===== src/hdl/qualified_identifier_validator_top_assert.svh =====
// Assertion macros for the qualified identifier validator.
// Each macro samples on the rising edge of clock and is disabled while reset is high.
`ifndef QUALIFIED_IDENTIFIER_VALIDATOR_TOP_ASSERT_SVH
`define QUALIFIED_IDENTIFIER_VALIDATOR_TOP_ASSERT_SVH

`ifndef SYNTHESIS
// The consequent must hold in the same cycle as the antecedent.
`define QIV_ASSERT_NOW(label, ante, cons, msg) \
   label: assert property (@(posedge clock) disable iff (reset) (ante) |-> (cons)) \
      else $error(msg);
// The consequent must hold in the cycle after the antecedent.
`define QIV_ASSERT_NEXT(label, ante, cons, msg) \
   label: assert property (@(posedge clock) disable iff (reset) (ante) |=> (cons)) \
      else $error(msg);
`else
`define QIV_ASSERT_NOW(label, ante, cons, msg)
`define QIV_ASSERT_NEXT(label, ante, cons, msg)
`endif

`endif


===== src/hdl/qiv_pkg.sv =====
package qiv_pkg;

   localparam int MAX_TOTAL_LENGTH     = 2048;
   localparam int MAX_COMPONENT_LENGTH = 255;
   localparam int MAX_COMPONENTS       = 8;

   localparam int TOTAL_W    = $clog2(MAX_TOTAL_LENGTH + 2);
   localparam int COMP_LEN_W = $clog2(MAX_COMPONENT_LENGTH + 2);
   localparam int IDX_W      = $clog2(MAX_COMPONENTS + 1);
   localparam int KW_POS_W   = 5;
   localparam int KW_MAX_CHARS = 21;

   localparam int FIFO_DEPTH = 4;
   localparam int FIFO_PTR_W = $clog2(FIFO_DEPTH);
   localparam int FIFO_CNT_W = $clog2(FIFO_DEPTH + 1);

   // Character codes.
   localparam logic [7:0] CH_UPPER_A  = 8'h41;
   localparam logic [7:0] CH_UPPER_Z  = 8'h5A;
   localparam logic [7:0] CH_LOWER_A  = 8'h61;
   localparam logic [7:0] CH_LOWER_Z  = 8'h7A;
   localparam logic [7:0] CH_ZERO     = 8'h30;
   localparam logic [7:0] CH_NINE     = 8'h39;
   localparam logic [7:0] CH_DOT      = 8'h2E;
   localparam logic [7:0] CH_SLASH    = 8'h2F;
   localparam logic [7:0] CH_V        = 8'h76;
   localparam logic [7:0] CASE_OFFSET = 8'h20;

   // Requested kinds.
   localparam logic [3:0] KIND_FEATURE      = 4'd1;
   localparam logic [3:0] KIND_COMMAND      = 4'd2;
   localparam logic [3:0] KIND_CMD_PARAM    = 4'd3;
   localparam logic [3:0] KIND_CMD_RESP     = 4'd4;
   localparam logic [3:0] KIND_INTERMEDIATE = 4'd5;
   localparam logic [3:0] KIND_ERROR        = 4'd6;
   localparam logic [3:0] KIND_PROPERTY     = 4'd7;
   localparam logic [3:0] KIND_DATATYPE     = 4'd8;
   localparam logic [3:0] KIND_METADATA     = 4'd9;

   // Suffix keywords; the identifier code stands for a free identifier component.
   localparam logic [3:0] KW_IDENT        = 4'd0;
   localparam logic [3:0] KW_COMMAND      = 4'd1;
   localparam logic [3:0] KW_PARAMETER    = 4'd2;
   localparam logic [3:0] KW_RESPONSE     = 4'd3;
   localparam logic [3:0] KW_INTERMEDIATE = 4'd4;
   localparam logic [3:0] KW_DEFINED      = 4'd5;
   localparam logic [3:0] KW_PROPERTY     = 4'd6;
   localparam logic [3:0] KW_DATATYPE     = 4'd7;
   localparam logic [3:0] KW_METADATA     = 4'd8;

   typedef enum logic [2:0] {
      ROLE_DOTTED,
      ROLE_IDENT,
      ROLE_VERSION,
      ROLE_KEYWORD,
      ROLE_NONE
   } qiv_role_type;

   typedef struct packed {
      qiv_role_type role;
      logic [3:0]   kw;
   } qiv_role_info_type;

   typedef struct packed {
      logic [7:0] char_code;
      logic       is_lower;
      logic       is_digit;
      logic       is_dot;
      logic       is_slash;
      logic       is_v;
      logic [3:0] kind;
      logic       last;
   } qiv_item_type;

   typedef struct packed {
      logic nonempty;
      logic full;
   } qiv_fifo_status_type;

   // Number of components that follow the version component.
   function automatic logic [2:0] suffix_len(input logic [3:0] kind);
      logic [2:0] len;
      case (kind)
         KIND_COMMAND, KIND_ERROR, KIND_PROPERTY, KIND_DATATYPE, KIND_METADATA: len = 3'd2;
         KIND_CMD_PARAM, KIND_CMD_RESP, KIND_INTERMEDIATE: len = 3'd4;
         default: len = 3'd0;
      endcase
      return len;
   endfunction

   function automatic logic [3:0] suffix_kw(input logic [3:0] kind, input logic [1:0] slot);
      logic [3:0] kw;
      kw = KW_IDENT;
      if (slot == 2'd0) begin
         case (kind)
            KIND_COMMAND, KIND_CMD_PARAM, KIND_CMD_RESP, KIND_INTERMEDIATE: kw = KW_COMMAND;
            KIND_ERROR:    kw = KW_DEFINED;
            KIND_PROPERTY: kw = KW_PROPERTY;
            KIND_DATATYPE: kw = KW_DATATYPE;
            KIND_METADATA: kw = KW_METADATA;
            default:       kw = KW_IDENT;
         endcase
      end else if (slot == 2'd2) begin
         case (kind)
            KIND_CMD_PARAM:    kw = KW_PARAMETER;
            KIND_CMD_RESP:     kw = KW_RESPONSE;
            KIND_INTERMEDIATE: kw = KW_INTERMEDIATE;
            default:           kw = KW_IDENT;
         endcase
      end
      return kw;
   endfunction

   function automatic logic [KW_POS_W-1:0] kw_len(input logic [3:0] kw);
      logic [KW_POS_W-1:0] len;
      case (kw)
         KW_COMMAND:      len = KW_POS_W'(7);
         KW_PARAMETER:    len = KW_POS_W'(9);
         KW_RESPONSE:     len = KW_POS_W'(8);
         KW_INTERMEDIATE: len = KW_POS_W'(20);
         KW_DEFINED:      len = KW_POS_W'(21);
         KW_PROPERTY:     len = KW_POS_W'(8);
         KW_DATATYPE:     len = KW_POS_W'(8);
         KW_METADATA:     len = KW_POS_W'(8);
         default:         len = '0;
      endcase
      return len;
   endfunction

   // Character at a position of a keyword; the text sits right-aligned in the vector.
   function automatic logic [7:0] kw_char(input logic [3:0] kw,
                                          input logic [KW_POS_W-1:0] pos);
      logic [8*KW_MAX_CHARS-1:0] txt;
      logic [KW_POS_W-1:0]       len;
      logic [7:0]                ch;
      len = kw_len(kw);
      ch  = '0;
      case (kw)
         KW_COMMAND:      txt = (8*KW_MAX_CHARS)'("command");
         KW_PARAMETER:    txt = (8*KW_MAX_CHARS)'("parameter");
         KW_RESPONSE:     txt = (8*KW_MAX_CHARS)'("response");
         KW_INTERMEDIATE: txt = (8*KW_MAX_CHARS)'("intermediateresponse");
         KW_DEFINED:      txt = (8*KW_MAX_CHARS)'("definedexecutionerror");
         KW_PROPERTY:     txt = (8*KW_MAX_CHARS)'("property");
         KW_DATATYPE:     txt = (8*KW_MAX_CHARS)'("datatype");
         KW_METADATA:     txt = (8*KW_MAX_CHARS)'("metadata");
         default:         txt = '0;
      endcase
      if (pos < len) begin
         ch = txt[8*(len - pos - KW_POS_W'(1)) +: 8];
      end
      return ch;
   endfunction

   function automatic qiv_role_info_type role_of(input logic [IDX_W-1:0] idx,
                                                 input logic [3:0] kind);
      qiv_role_info_type info;
      logic [IDX_W-1:0]  slot;
      info.role = ROLE_NONE;
      info.kw   = KW_IDENT;
      slot      = idx - IDX_W'(4);
      if (idx <= IDX_W'(1)) begin
         info.role = ROLE_DOTTED;
      end else if (idx == IDX_W'(2)) begin
         info.role = ROLE_IDENT;
      end else if (idx == IDX_W'(3)) begin
         info.role = ROLE_VERSION;
      end else if (slot < IDX_W'(suffix_len(kind))) begin
         info.kw   = suffix_kw(kind, slot[1:0]);
         info.role = (info.kw == KW_IDENT) ? ROLE_IDENT : ROLE_KEYWORD;
      end
      return info;
   endfunction

   // Whether the component being closed is well formed.
   function automatic logic close_ok(input qiv_role_info_type info,
                                     input logic [COMP_LEN_W-1:0] len,
                                     input logic piece_start,
                                     input logic [KW_POS_W-1:0] kw_pos);
      logic ok;
      case (info.role)
         ROLE_DOTTED:  ok = (len != '0) && !piece_start;
         ROLE_IDENT:   ok = (len != '0);
         ROLE_VERSION: ok = (len >= COMP_LEN_W'(2));
         ROLE_KEYWORD: ok = (kw_pos == kw_len(info.kw));
         default:      ok = 1'b0;
      endcase
      return ok;
   endfunction

endpackage


===== src/hdl/qiv_front.sv =====
module qiv_front (
   input  logic                  req_valid,
   output logic                  req_ready,
   input  logic [7:0]            req_char_code,
   input  logic [3:0]            req_fqi_kind,
   input  logic                  req_last,
   input  qiv_pkg::qiv_fifo_status_type fifo_status,
   output logic                  push,
   output qiv_pkg::qiv_item_type item
);
   import qiv_pkg::*;

   logic [7:0] folded;

   // Fold upper case letters to lower case before any class test.
   assign folded = (req_char_code >= CH_UPPER_A && req_char_code <= CH_UPPER_Z) ?
                   req_char_code + CASE_OFFSET : req_char_code;

   assign req_ready = !fifo_status.full;
   assign push      = req_valid && req_ready;

   always_comb begin
      item.char_code = folded;
      item.is_lower  = (folded >= CH_LOWER_A) && (folded <= CH_LOWER_Z);
      item.is_digit  = (folded >= CH_ZERO) && (folded <= CH_NINE);
      item.is_dot    = (folded == CH_DOT);
      item.is_slash  = (folded == CH_SLASH);
      item.is_v      = (folded == CH_V);
      item.kind      = req_fqi_kind;
      item.last      = req_last;
   end

endmodule


===== src/hdl/qiv_fifo.sv =====
module qiv_fifo (
   input  logic                  clock,
   input  logic                  reset,
   input  logic                  push,
   input  qiv_pkg::qiv_item_type push_item,
   input  logic                  pop,
   output qiv_pkg::qiv_item_type pop_item,
   output qiv_pkg::qiv_fifo_status_type status
);
   import qiv_pkg::*;

   qiv_item_type            entry_ff [FIFO_DEPTH];
   logic [FIFO_PTR_W-1:0]   wr_ptr_ff, wr_ptr_in;
   logic [FIFO_PTR_W-1:0]   rd_ptr_ff, rd_ptr_in;
   logic [FIFO_CNT_W-1:0]   count_ff, count_in;

   always_comb begin
      wr_ptr_in = wr_ptr_ff;
      rd_ptr_in = rd_ptr_ff;
      count_in  = count_ff;
      if (push) begin
         wr_ptr_in = (wr_ptr_ff == FIFO_PTR_W'(FIFO_DEPTH - 1)) ? '0 :
                     wr_ptr_ff + FIFO_PTR_W'(1);
      end
      if (pop) begin
         rd_ptr_in = (rd_ptr_ff == FIFO_PTR_W'(FIFO_DEPTH - 1)) ? '0 :
                     rd_ptr_ff + FIFO_PTR_W'(1);
      end
      if (push && !pop) begin
         count_in = count_ff + FIFO_CNT_W'(1);
      end else if (pop && !push) begin
         count_in = count_ff - FIFO_CNT_W'(1);
      end
   end

   always_ff @(posedge clock) begin
      if (reset) begin
         wr_ptr_ff <= '0;
         rd_ptr_ff <= '0;
         count_ff  <= '0;
      end else begin
         wr_ptr_ff <= wr_ptr_in;
         rd_ptr_ff <= rd_ptr_in;
         count_ff  <= count_in;
      end
   end

   always_ff @(posedge clock) begin
      if (push) begin
         entry_ff[wr_ptr_ff] <= push_item;
      end
   end

   assign pop_item        = entry_ff[rd_ptr_ff];
   assign status.nonempty = (count_ff != '0);
   assign status.full     = (count_ff == FIFO_CNT_W'(FIFO_DEPTH));

endmodule


===== src/hdl/qiv_back.sv =====
module qiv_back (
   input  logic                  clock,
   input  logic                  reset,
   input  qiv_pkg::qiv_fifo_status_type fifo_status,
   input  qiv_pkg::qiv_item_type item,
   output logic                  pop,
   output logic                  rsp_valid,
   input  logic                  rsp_ready,
   output logic                  rsp_valid_res
);
   import qiv_pkg::*;

   logic [TOTAL_W-1:0]    total_length_ff, total_length_in;
   logic [IDX_W-1:0]      component_index_ff, component_index_in;
   logic [COMP_LEN_W-1:0] component_length_ff, component_length_in;
   logic                  piece_start_ff, piece_start_in;
   logic [KW_POS_W-1:0]   keyword_position_ff, keyword_position_in;
   logic                  still_ok_ff, still_ok_in;
   logic                  expect_first_ff, expect_first_in;
   logic [3:0]            held_kind_ff, held_kind_in;
   logic                  rsp_valid_ff, rsp_valid_in;
   logic                  rsp_valid_res_ff, rsp_valid_res_in;

   logic [3:0]            kind_now;
   logic [TOTAL_W-1:0]    total_next;
   logic [IDX_W-1:0]      idx_next;
   logic [COMP_LEN_W-1:0] len_next;
   logic                  ps_next;
   logic [KW_POS_W-1:0]   kwp_next;
   logic                  ok_next;
   logic                  final_ok;
   qiv_role_info_type     info_now;
   qiv_role_info_type     info_end;

   // A byte that closes a string may only leave when the result slot is free.
   assign pop = fifo_status.nonempty && (!item.last || !rsp_valid_ff || rsp_ready);

   assign kind_now = expect_first_ff ? item.kind : held_kind_ff;
   assign info_now = role_of(component_index_ff, kind_now);

   always_comb begin
      ok_next  = still_ok_ff;
      idx_next = component_index_ff;
      len_next = component_length_ff;
      ps_next  = piece_start_ff;
      kwp_next = keyword_position_ff;

      if (expect_first_ff && (item.kind < KIND_FEATURE || item.kind > KIND_METADATA)) begin
         ok_next = 1'b0;
      end

      total_next = (total_length_ff <= TOTAL_W'(MAX_TOTAL_LENGTH)) ?
                   total_length_ff + TOTAL_W'(1) : total_length_ff;
      if (total_next > TOTAL_W'(MAX_TOTAL_LENGTH)) begin
         ok_next = 1'b0;
      end

      if (item.is_slash) begin
         if (!close_ok(info_now, component_length_ff, piece_start_ff, keyword_position_ff)) begin
            ok_next = 1'b0;
         end
         if ({1'b0, component_index_ff} + (IDX_W + 1)'(1) >= (IDX_W + 1)'(MAX_COMPONENTS)) begin
            ok_next = 1'b0;
         end else begin
            idx_next = component_index_ff + IDX_W'(1);
         end
         len_next = '0;
         ps_next  = 1'b1;
         kwp_next = '0;
      end else begin
         case (info_now.role)
            ROLE_DOTTED: begin
               if (item.is_dot) begin
                  if (piece_start_ff) begin
                     ok_next = 1'b0;
                  end
                  ps_next = 1'b1;
               end else if (piece_start_ff) begin
                  if (!item.is_lower) begin
                     ok_next = 1'b0;
                  end
                  ps_next = 1'b0;
               end else if (!item.is_lower && !item.is_digit) begin
                  ok_next = 1'b0;
               end
            end
            ROLE_IDENT: begin
               if (component_length_ff == '0 ? !item.is_lower :
                   !(item.is_lower || item.is_digit)) begin
                  ok_next = 1'b0;
               end
            end
            ROLE_VERSION: begin
               if (component_length_ff == '0 ? !item.is_v : !item.is_digit) begin
                  ok_next = 1'b0;
               end
            end
            ROLE_KEYWORD: begin
               if (keyword_position_ff < kw_len(info_now.kw) &&
                   kw_char(info_now.kw, keyword_position_ff) == item.char_code) begin
                  kwp_next = keyword_position_ff + KW_POS_W'(1);
               end else begin
                  ok_next = 1'b0;
               end
            end
            default: begin
               ok_next = 1'b0;
            end
         endcase
         if (component_length_ff <= COMP_LEN_W'(MAX_COMPONENT_LENGTH)) begin
            len_next = component_length_ff + COMP_LEN_W'(1);
         end
         if ((info_now.role == ROLE_DOTTED || info_now.role == ROLE_IDENT) &&
             len_next > COMP_LEN_W'(MAX_COMPONENT_LENGTH)) begin
            ok_next = 1'b0;
         end
      end
   end

   // The end of the string closes the open component and checks the component count.
   assign info_end = role_of(idx_next, kind_now);
   assign final_ok = ok_next && close_ok(info_end, len_next, ps_next, kwp_next) &&
                     (idx_next == IDX_W'(3) + IDX_W'(suffix_len(kind_now)));

   always_comb begin
      total_length_in     = total_length_ff;
      component_index_in  = component_index_ff;
      component_length_in = component_length_ff;
      piece_start_in      = piece_start_ff;
      keyword_position_in = keyword_position_ff;
      still_ok_in         = still_ok_ff;
      expect_first_in     = expect_first_ff;
      held_kind_in        = held_kind_ff;
      if (pop) begin
         if (item.last) begin
            total_length_in     = '0;
            component_index_in  = '0;
            component_length_in = '0;
            piece_start_in      = 1'b1;
            keyword_position_in = '0;
            still_ok_in         = 1'b1;
            expect_first_in     = 1'b1;
            held_kind_in        = '0;
         end else begin
            total_length_in     = total_next;
            component_index_in  = idx_next;
            component_length_in = len_next;
            piece_start_in      = ps_next;
            keyword_position_in = kwp_next;
            still_ok_in         = ok_next;
            expect_first_in     = 1'b0;
            held_kind_in        = kind_now;
         end
      end
   end

   always_comb begin
      rsp_valid_in     = rsp_valid_ff && !rsp_ready;
      rsp_valid_res_in = rsp_valid_res_ff;
      if (pop && item.last) begin
         rsp_valid_in     = 1'b1;
         rsp_valid_res_in = final_ok;
      end
   end

   always_ff @(posedge clock) begin
      if (reset) begin
         total_length_ff     <= '0;
         component_index_ff  <= '0;
         component_length_ff <= '0;
         piece_start_ff      <= 1'b1;
         keyword_position_ff <= '0;
         still_ok_ff         <= 1'b1;
         expect_first_ff     <= 1'b1;
         held_kind_ff        <= '0;
         rsp_valid_ff        <= 1'b0;
      end else begin
         total_length_ff     <= total_length_in;
         component_index_ff  <= component_index_in;
         component_length_ff <= component_length_in;
         piece_start_ff      <= piece_start_in;
         keyword_position_ff <= keyword_position_in;
         still_ok_ff         <= still_ok_in;
         expect_first_ff     <= expect_first_in;
         held_kind_ff        <= held_kind_in;
         rsp_valid_ff        <= rsp_valid_in;
      end
   end

   always_ff @(posedge clock) begin
      rsp_valid_res_ff <= rsp_valid_res_in;
   end

   assign rsp_valid     = rsp_valid_ff;
   assign rsp_valid_res = rsp_valid_res_ff;

endmodule


===== src/hdl/qualified_identifier_validator_top.sv =====
// Channel | Direction | Handshake            | Payload
// req     | in        | req_valid/req_ready  | req_char_code[7:0], req_fqi_kind[3:0], req_last
// rsp     | out       | rsp_valid/rsp_ready  | rsp_valid_res
//
// One byte is taken per cycle while the queue is not full. Accepted bytes are written to
// the queue; the back end consumes each byte from the queue head and registers the result
// when it consumes the byte that ends a string. The result is held until rsp_ready takes it.
// Sustained rate is one request per cycle when nothing stalls, bounded by the update of the
// parser state in the back end.
// Reset is synchronous and active high; it empties the queue and restarts parsing.
// A held result stalls only bytes that end a string; the queue keeps req_ready high
// until it fills.
module qualified_identifier_validator_top (
   input  logic       clock,
   input  logic       reset,
   input  logic       req_valid,
   output logic       req_ready,
   input  logic [7:0] req_char_code,
   input  logic [3:0] req_fqi_kind,
   input  logic       req_last,
   output logic       rsp_valid,
   input  logic       rsp_ready,
   output logic       rsp_valid_res
);
   import qiv_pkg::*;

   `include "qualified_identifier_validator_top_assert.svh"

   // The front end folds case and tags each byte with its character class.
   // The back end walks the components of the string and builds the verdict.
   qiv_item_type        push_item;
   qiv_item_type        item;
   qiv_fifo_status_type fifo_status;
   logic                push;
   logic                pop;

   qiv_front u_front (
      .req_valid     (req_valid),
      .req_ready     (req_ready),
      .req_char_code (req_char_code),
      .req_fqi_kind  (req_fqi_kind),
      .req_last      (req_last),
      .fifo_status   (fifo_status),
      .push          (push),
      .item          (push_item)
   );

   // The queue decouples classification from parsing so either side can stall alone.
   qiv_fifo u_fifo (
      .clock     (clock),
      .reset     (reset),
      .push      (push),
      .push_item (push_item),
      .pop       (pop),
      .pop_item  (item),
      .status    (fifo_status)
   );

   qiv_back u_back (
      .clock         (clock),
      .reset         (reset),
      .fifo_status   (fifo_status),
      .item          (item),
      .pop           (pop),
      .rsp_valid     (rsp_valid),
      .rsp_ready     (rsp_ready),
      .rsp_valid_res (rsp_valid_res)
   );

   // A byte that ends a string must produce a result in the next cycle.
   `QIV_ASSERT_NEXT(a_result_after_last, pop && item.last, rsp_valid, "no result after last byte")
   // The queue never takes a request while full.
   `QIV_ASSERT_NOW(a_no_push_full, push, !fifo_status.full, "push into full queue")
   // The back end never reads an empty queue.
   `QIV_ASSERT_NOW(a_no_pop_empty, pop, fifo_status.nonempty, "pop from empty queue")
   // A pending result is never overwritten before it is taken.
   `QIV_ASSERT_NOW(a_no_overwrite, pop && item.last && rsp_valid, rsp_ready, "result overwritten")

endmodule

===== config.mk =====
export PLATFORM = sky130hd
export DESIGN_NAME = qualified_identifier_validator_top
export DESIGN_NICKNAME = d
export VERILOG_FILES = /design/src/hdl/qiv_pkg.sv /design/src/hdl/qiv_front.sv /design/src/hdl/qiv_fifo.sv /design/src/hdl/qiv_back.sv /design/src/hdl/qualified_identifier_validator_top.sv
export VERILOG_INCLUDE_DIRS = /design/src /design/src/hdl
export SDC_FILE = /design/constraint.sdc
export NUM_CORES = 1
export LEC_CHECK = 0
export BUFFER_PORTS_ARGS = -buffer_cell sky130_fd_sc_hd__clkbuf_2
export CAP_MARGIN = 5
export CORE_ASPECT_RATIO = 0.75
export CORE_UTILIZATION = 56
export CTS_BUF_LIST = sky130_fd_sc_hd__clkbuf_4
export CTS_CLUSTER_SIZE = 30
export DETAILED_ROUTE_END_ITERATION = 6
export PLACE_DENSITY = 0.73
export SETUP_SLACK_MARGIN = 0.4
export SYNTH_ARGS = -nofsm -noshare
export SYNTH_HDL_FRONTEND = slang
export SYNTH_SLANG_ARGS = --single-unit

===== constraint.sdc =====
create_clock -name clock -period 22.1 [get_ports clock]
set_clock_uncertainty 0.2 [all_clocks]
set_input_delay 3.315 -clock clock [delete_from_list [all_inputs] [get_ports clock]]
set_output_delay 3.315 -clock clock [all_outputs]
set_load 0.02 [all_outputs]

==> flow_summary.yaml <==
drt:
  wire_per_inst_um: 19.1
  viasPerCell: 6.54
  num_vias: 7797
  dr.first_iter.drc_count: 814
  drc: 0
  firstDrtPassIters: 6
  wl_um: 22700
  ant_nets: 0
synth:
  synth_top_area_share_pct: 24.9
  yosysSeqAreaShare_pct: 35.6
  synth_top_cells_by_area: "edfxtp_1 (25%), dfxtp_1 (11%), ha_1 (7.2%), nor2_1 (4.3%), a21oi_1 (3.8%)"
  netlist-cell-type-count: 86
  yosysTopAreaCell: "edfxtp_1"
  synth_edf_count: 73
  syn_avg_cell_area_um2: 8.91
  synth_ff_type: "edfxtp_1"
  synthTopCellsByCount: "nor2_1 (101), nand2_1 (81), edfxtp_1 (73), a21oi_1 (67), ha_1 (51)"
  yosysMostFrequentCell: "nor2_1"
  ys_ff_latch: 120
  synthesis.nets: 1059
  yosysWarnings: 0
  syn-instance-count: 989
  synthArstFlopShare_pct: 0
  synthesis.area_um2: 8810
global_routing:
  grt_max_degree: 46
  antenna_found_initial: 0
  grt_pass1_vias: 7082
  grt_pass1_wl_um: 37100
  grt_overflow_total: 0
  grt_util_all_layers_pct: 28.8
finish:
  antenna_cells: 0
  areaGrowthSynthToFinish_pct: 4.59
  utilization_pct: 60.1
  layout-drive-gt1-share_pct: 9.82
  nets: 1045
power:
  power_leakage_nw: 3.20
  p_per_area_nw_per_um2: 91.2
  pwr-share-comb_pct: 49.3
  p_switching_uw: 372
  pwr-share-clk_pct: 17.2
  cellInternalPower_uw: 468
  vdd_drop_max_v: 0.0000803
  pwr-share-seq_pct: 33.4
  swShare_pct: 44.3
clock_tree:
  insertion_delay_ns: 0.53
  cts_resized: 0
  numClockSinks: 120
  cts_buffers: 17
  clk_pin_slew_ns: 0.11
  htree_levels: 4
  hold_buffers: 0
  clockBufferDepth: 2
  tritoncts: "built"
  post-cts-setup-buffers: 0
  cts-root-buf: "clkbuf_4"
min_path:
  whs_path_depth: 2
  min-delay-path-class: "register to register"
setup_path:
  cp_slowest_cell: "o31ai_1"
  critical_path_class: "register to register"
  crit_arrival_ns: 10.66
  critPathCaptureType: "register"
  critPathMaxStageDelay_ns: 0.97
  crit_required_ns: 22.26
  start_kind: "register"
  crit_fanout: 26
  reg2reg_slack_ns: 11.60
  r2r_cells: 32
timing:
  rsz0062_at_grt: "no"
  max_freq_mhz: 95.2
  worstMarginPinSlew_ns: 1.16
  post-route-period-util_pct: 47.5
  fin_crit_ns: 10.50
  final-setup-viol-count: 0
  finalMaxSlewViolations: 0
  timing.final.hold_violations: 0
  slew_headroom_pct: 21.8
  fin_setup_tns_ns: 0
floorplan:
  dieArea_um2: 16200
  rows: 39
  die_y_um: 111
  start_util_pct: 57.5
  die_w_um: 147
  ios: 20
  coreArea_um2: 15300
place:
  gp_congestion: 0.993
  dpl.hpwl_um: 16400
  io_buffer_count: 19
flow_run:
  max-cap-violations: 0
status:
  outcome: "complete, no violations"
==> flip-flops by register name, summed over array words and instances, names as in the netlist, named ones only <==
register	count
u_back.expect_first_ff	1
u_fifo.rd_ptr_ff	2
u_back.rsp_valid_res	1
u_back.piece_start_ff	1
u_fifo.wr_ptr_ff	2
u_back.held_kind_ff	4
u_fifo.entry_ff	72
u_back.total_length_ff	12
u_back.component_length_ff	9
u_back.rsp_valid	1
u_back.keyword_position_ff	5
u_fifo.count_ff	3
u_back.still_ok_ff	1
u_back.component_index_ff	4
==> placed cells by master (no fill, tap or decap), drive strengths merged, types with 29 or more instances in the layout <==
| master | synthesis | layout |
|---|---|---|
| nand2 | 82 | 82 |
| edfxtp | 73 | 73 |
| a21oi | 67 | 67 |
| nor3 | 29 | 29 |
| inv | 42 | 44 |
| clkbuf | 48 | 36 |
| nand3 | 38 | 38 |
| o21ai | 52 | 52 |
| dfxtp | 47 | 47 |
| ha | 51 | 51 |
| nor2 | 102 | 102 |
==> path summary, 6_finish.rpt <==
| path | endpoint | start |
|---|---|---|
| min | u_back.keyword_position_ff[4]$_SDFFE_PP0P_ | u_back.keyword_position_ff[4]$_SDFFE_PP0P_ |
| max reg2reg | u_back.rsp_valid_res$_DFFE_PP_ | register |
| min reg2reg | u_back.keyword_position_ff[4]$_SDFFE_PP0P_ | u_back.keyword_position_ff[4]$_SDFFE_PP0P_ |
| max | u_back.rsp_valid_res$_DFFE_PP_ | register |
==> final cells by class <==
type	count	area [um2]
clock buffer	17	128
clock inverter	15	130
fill	1331	6110
inverter	44	165
multi-input combinational	768	5270
sequential	120	3130
tap	205	256
timing repair buffer	24	133
==> power groups by stage <==
stage	clock network [mW]	registers, mW	logic, mW
after floorplan	0	0.282	0.317
final	0.145	0.281	0.414
after detailed placement	0	0.286	0.405
after CTS	0.149	0.281	0.408
after global placement	0	0.285	0.404
after global routing	0.158	0.284	0.457
==> kinds of logic after synthesis <==
family,share of synthesized area [%]
AO/OA/AOI/OAI,21.9
AND/OR/NAND/NOR,21.2
buffers and inverters,4.63
XOR/XNOR,2.90
multiplexers,5.95
adder cells (fa/ha/maj),7.81
flip-flops,35.6
==> critical path: cells and delay by family (launching register included) <==
| family | cells | cell delay, ns |
|---|---|---|
| flops | 1 | 0.32 |
| xor+xnor | 1 | 0.54 |
| compound gates | 12 | 3.63 |
| fa+ha+maj | 4 | 1.25 |
| simple gates | 9 | 2.88 |
| buf+inv | 3 | 0.52 |
| mux | 3 | 1.00 |
==> stage by stage <==
stage / area, um2 / instances / setup WS [ns] / hold WS (ns) / total power, mW
after detailed placement: 8950 / 1161 / 11.91 / 0.294 / 0.690
after CTS: 9210 / 1193 / 11.84 / 0.311 / 0.837
final: 9210 / 1193 / 11.60 / 0.308 / 0.840
after global routing: 9210 / 1193 / 10.87 / 0.327 / 0.898
after global placement: 8950 / 1161 / 12.09 / 0.280 / 0.689
after floorplan: 8810 / 989 / 13.90 / 0.254 / 0.600
==> routing by layer <==
layer | wire length, um | up-vias | share of wire [%] | GRT usage, %
li1 | - | 3729 | - | -
met1 | 10800 | 3667 | 48 | 43.3
met2 | 9430 | 374 | 41 | 40.2
met3 | 2260 | 27 | 9.9 | 8.26
met4 | 238 | 0 | 1.0 | 7.36
met5 | 0 | - | 0 | 0
No activity file was read; power rests on OpenSTA's default activity.
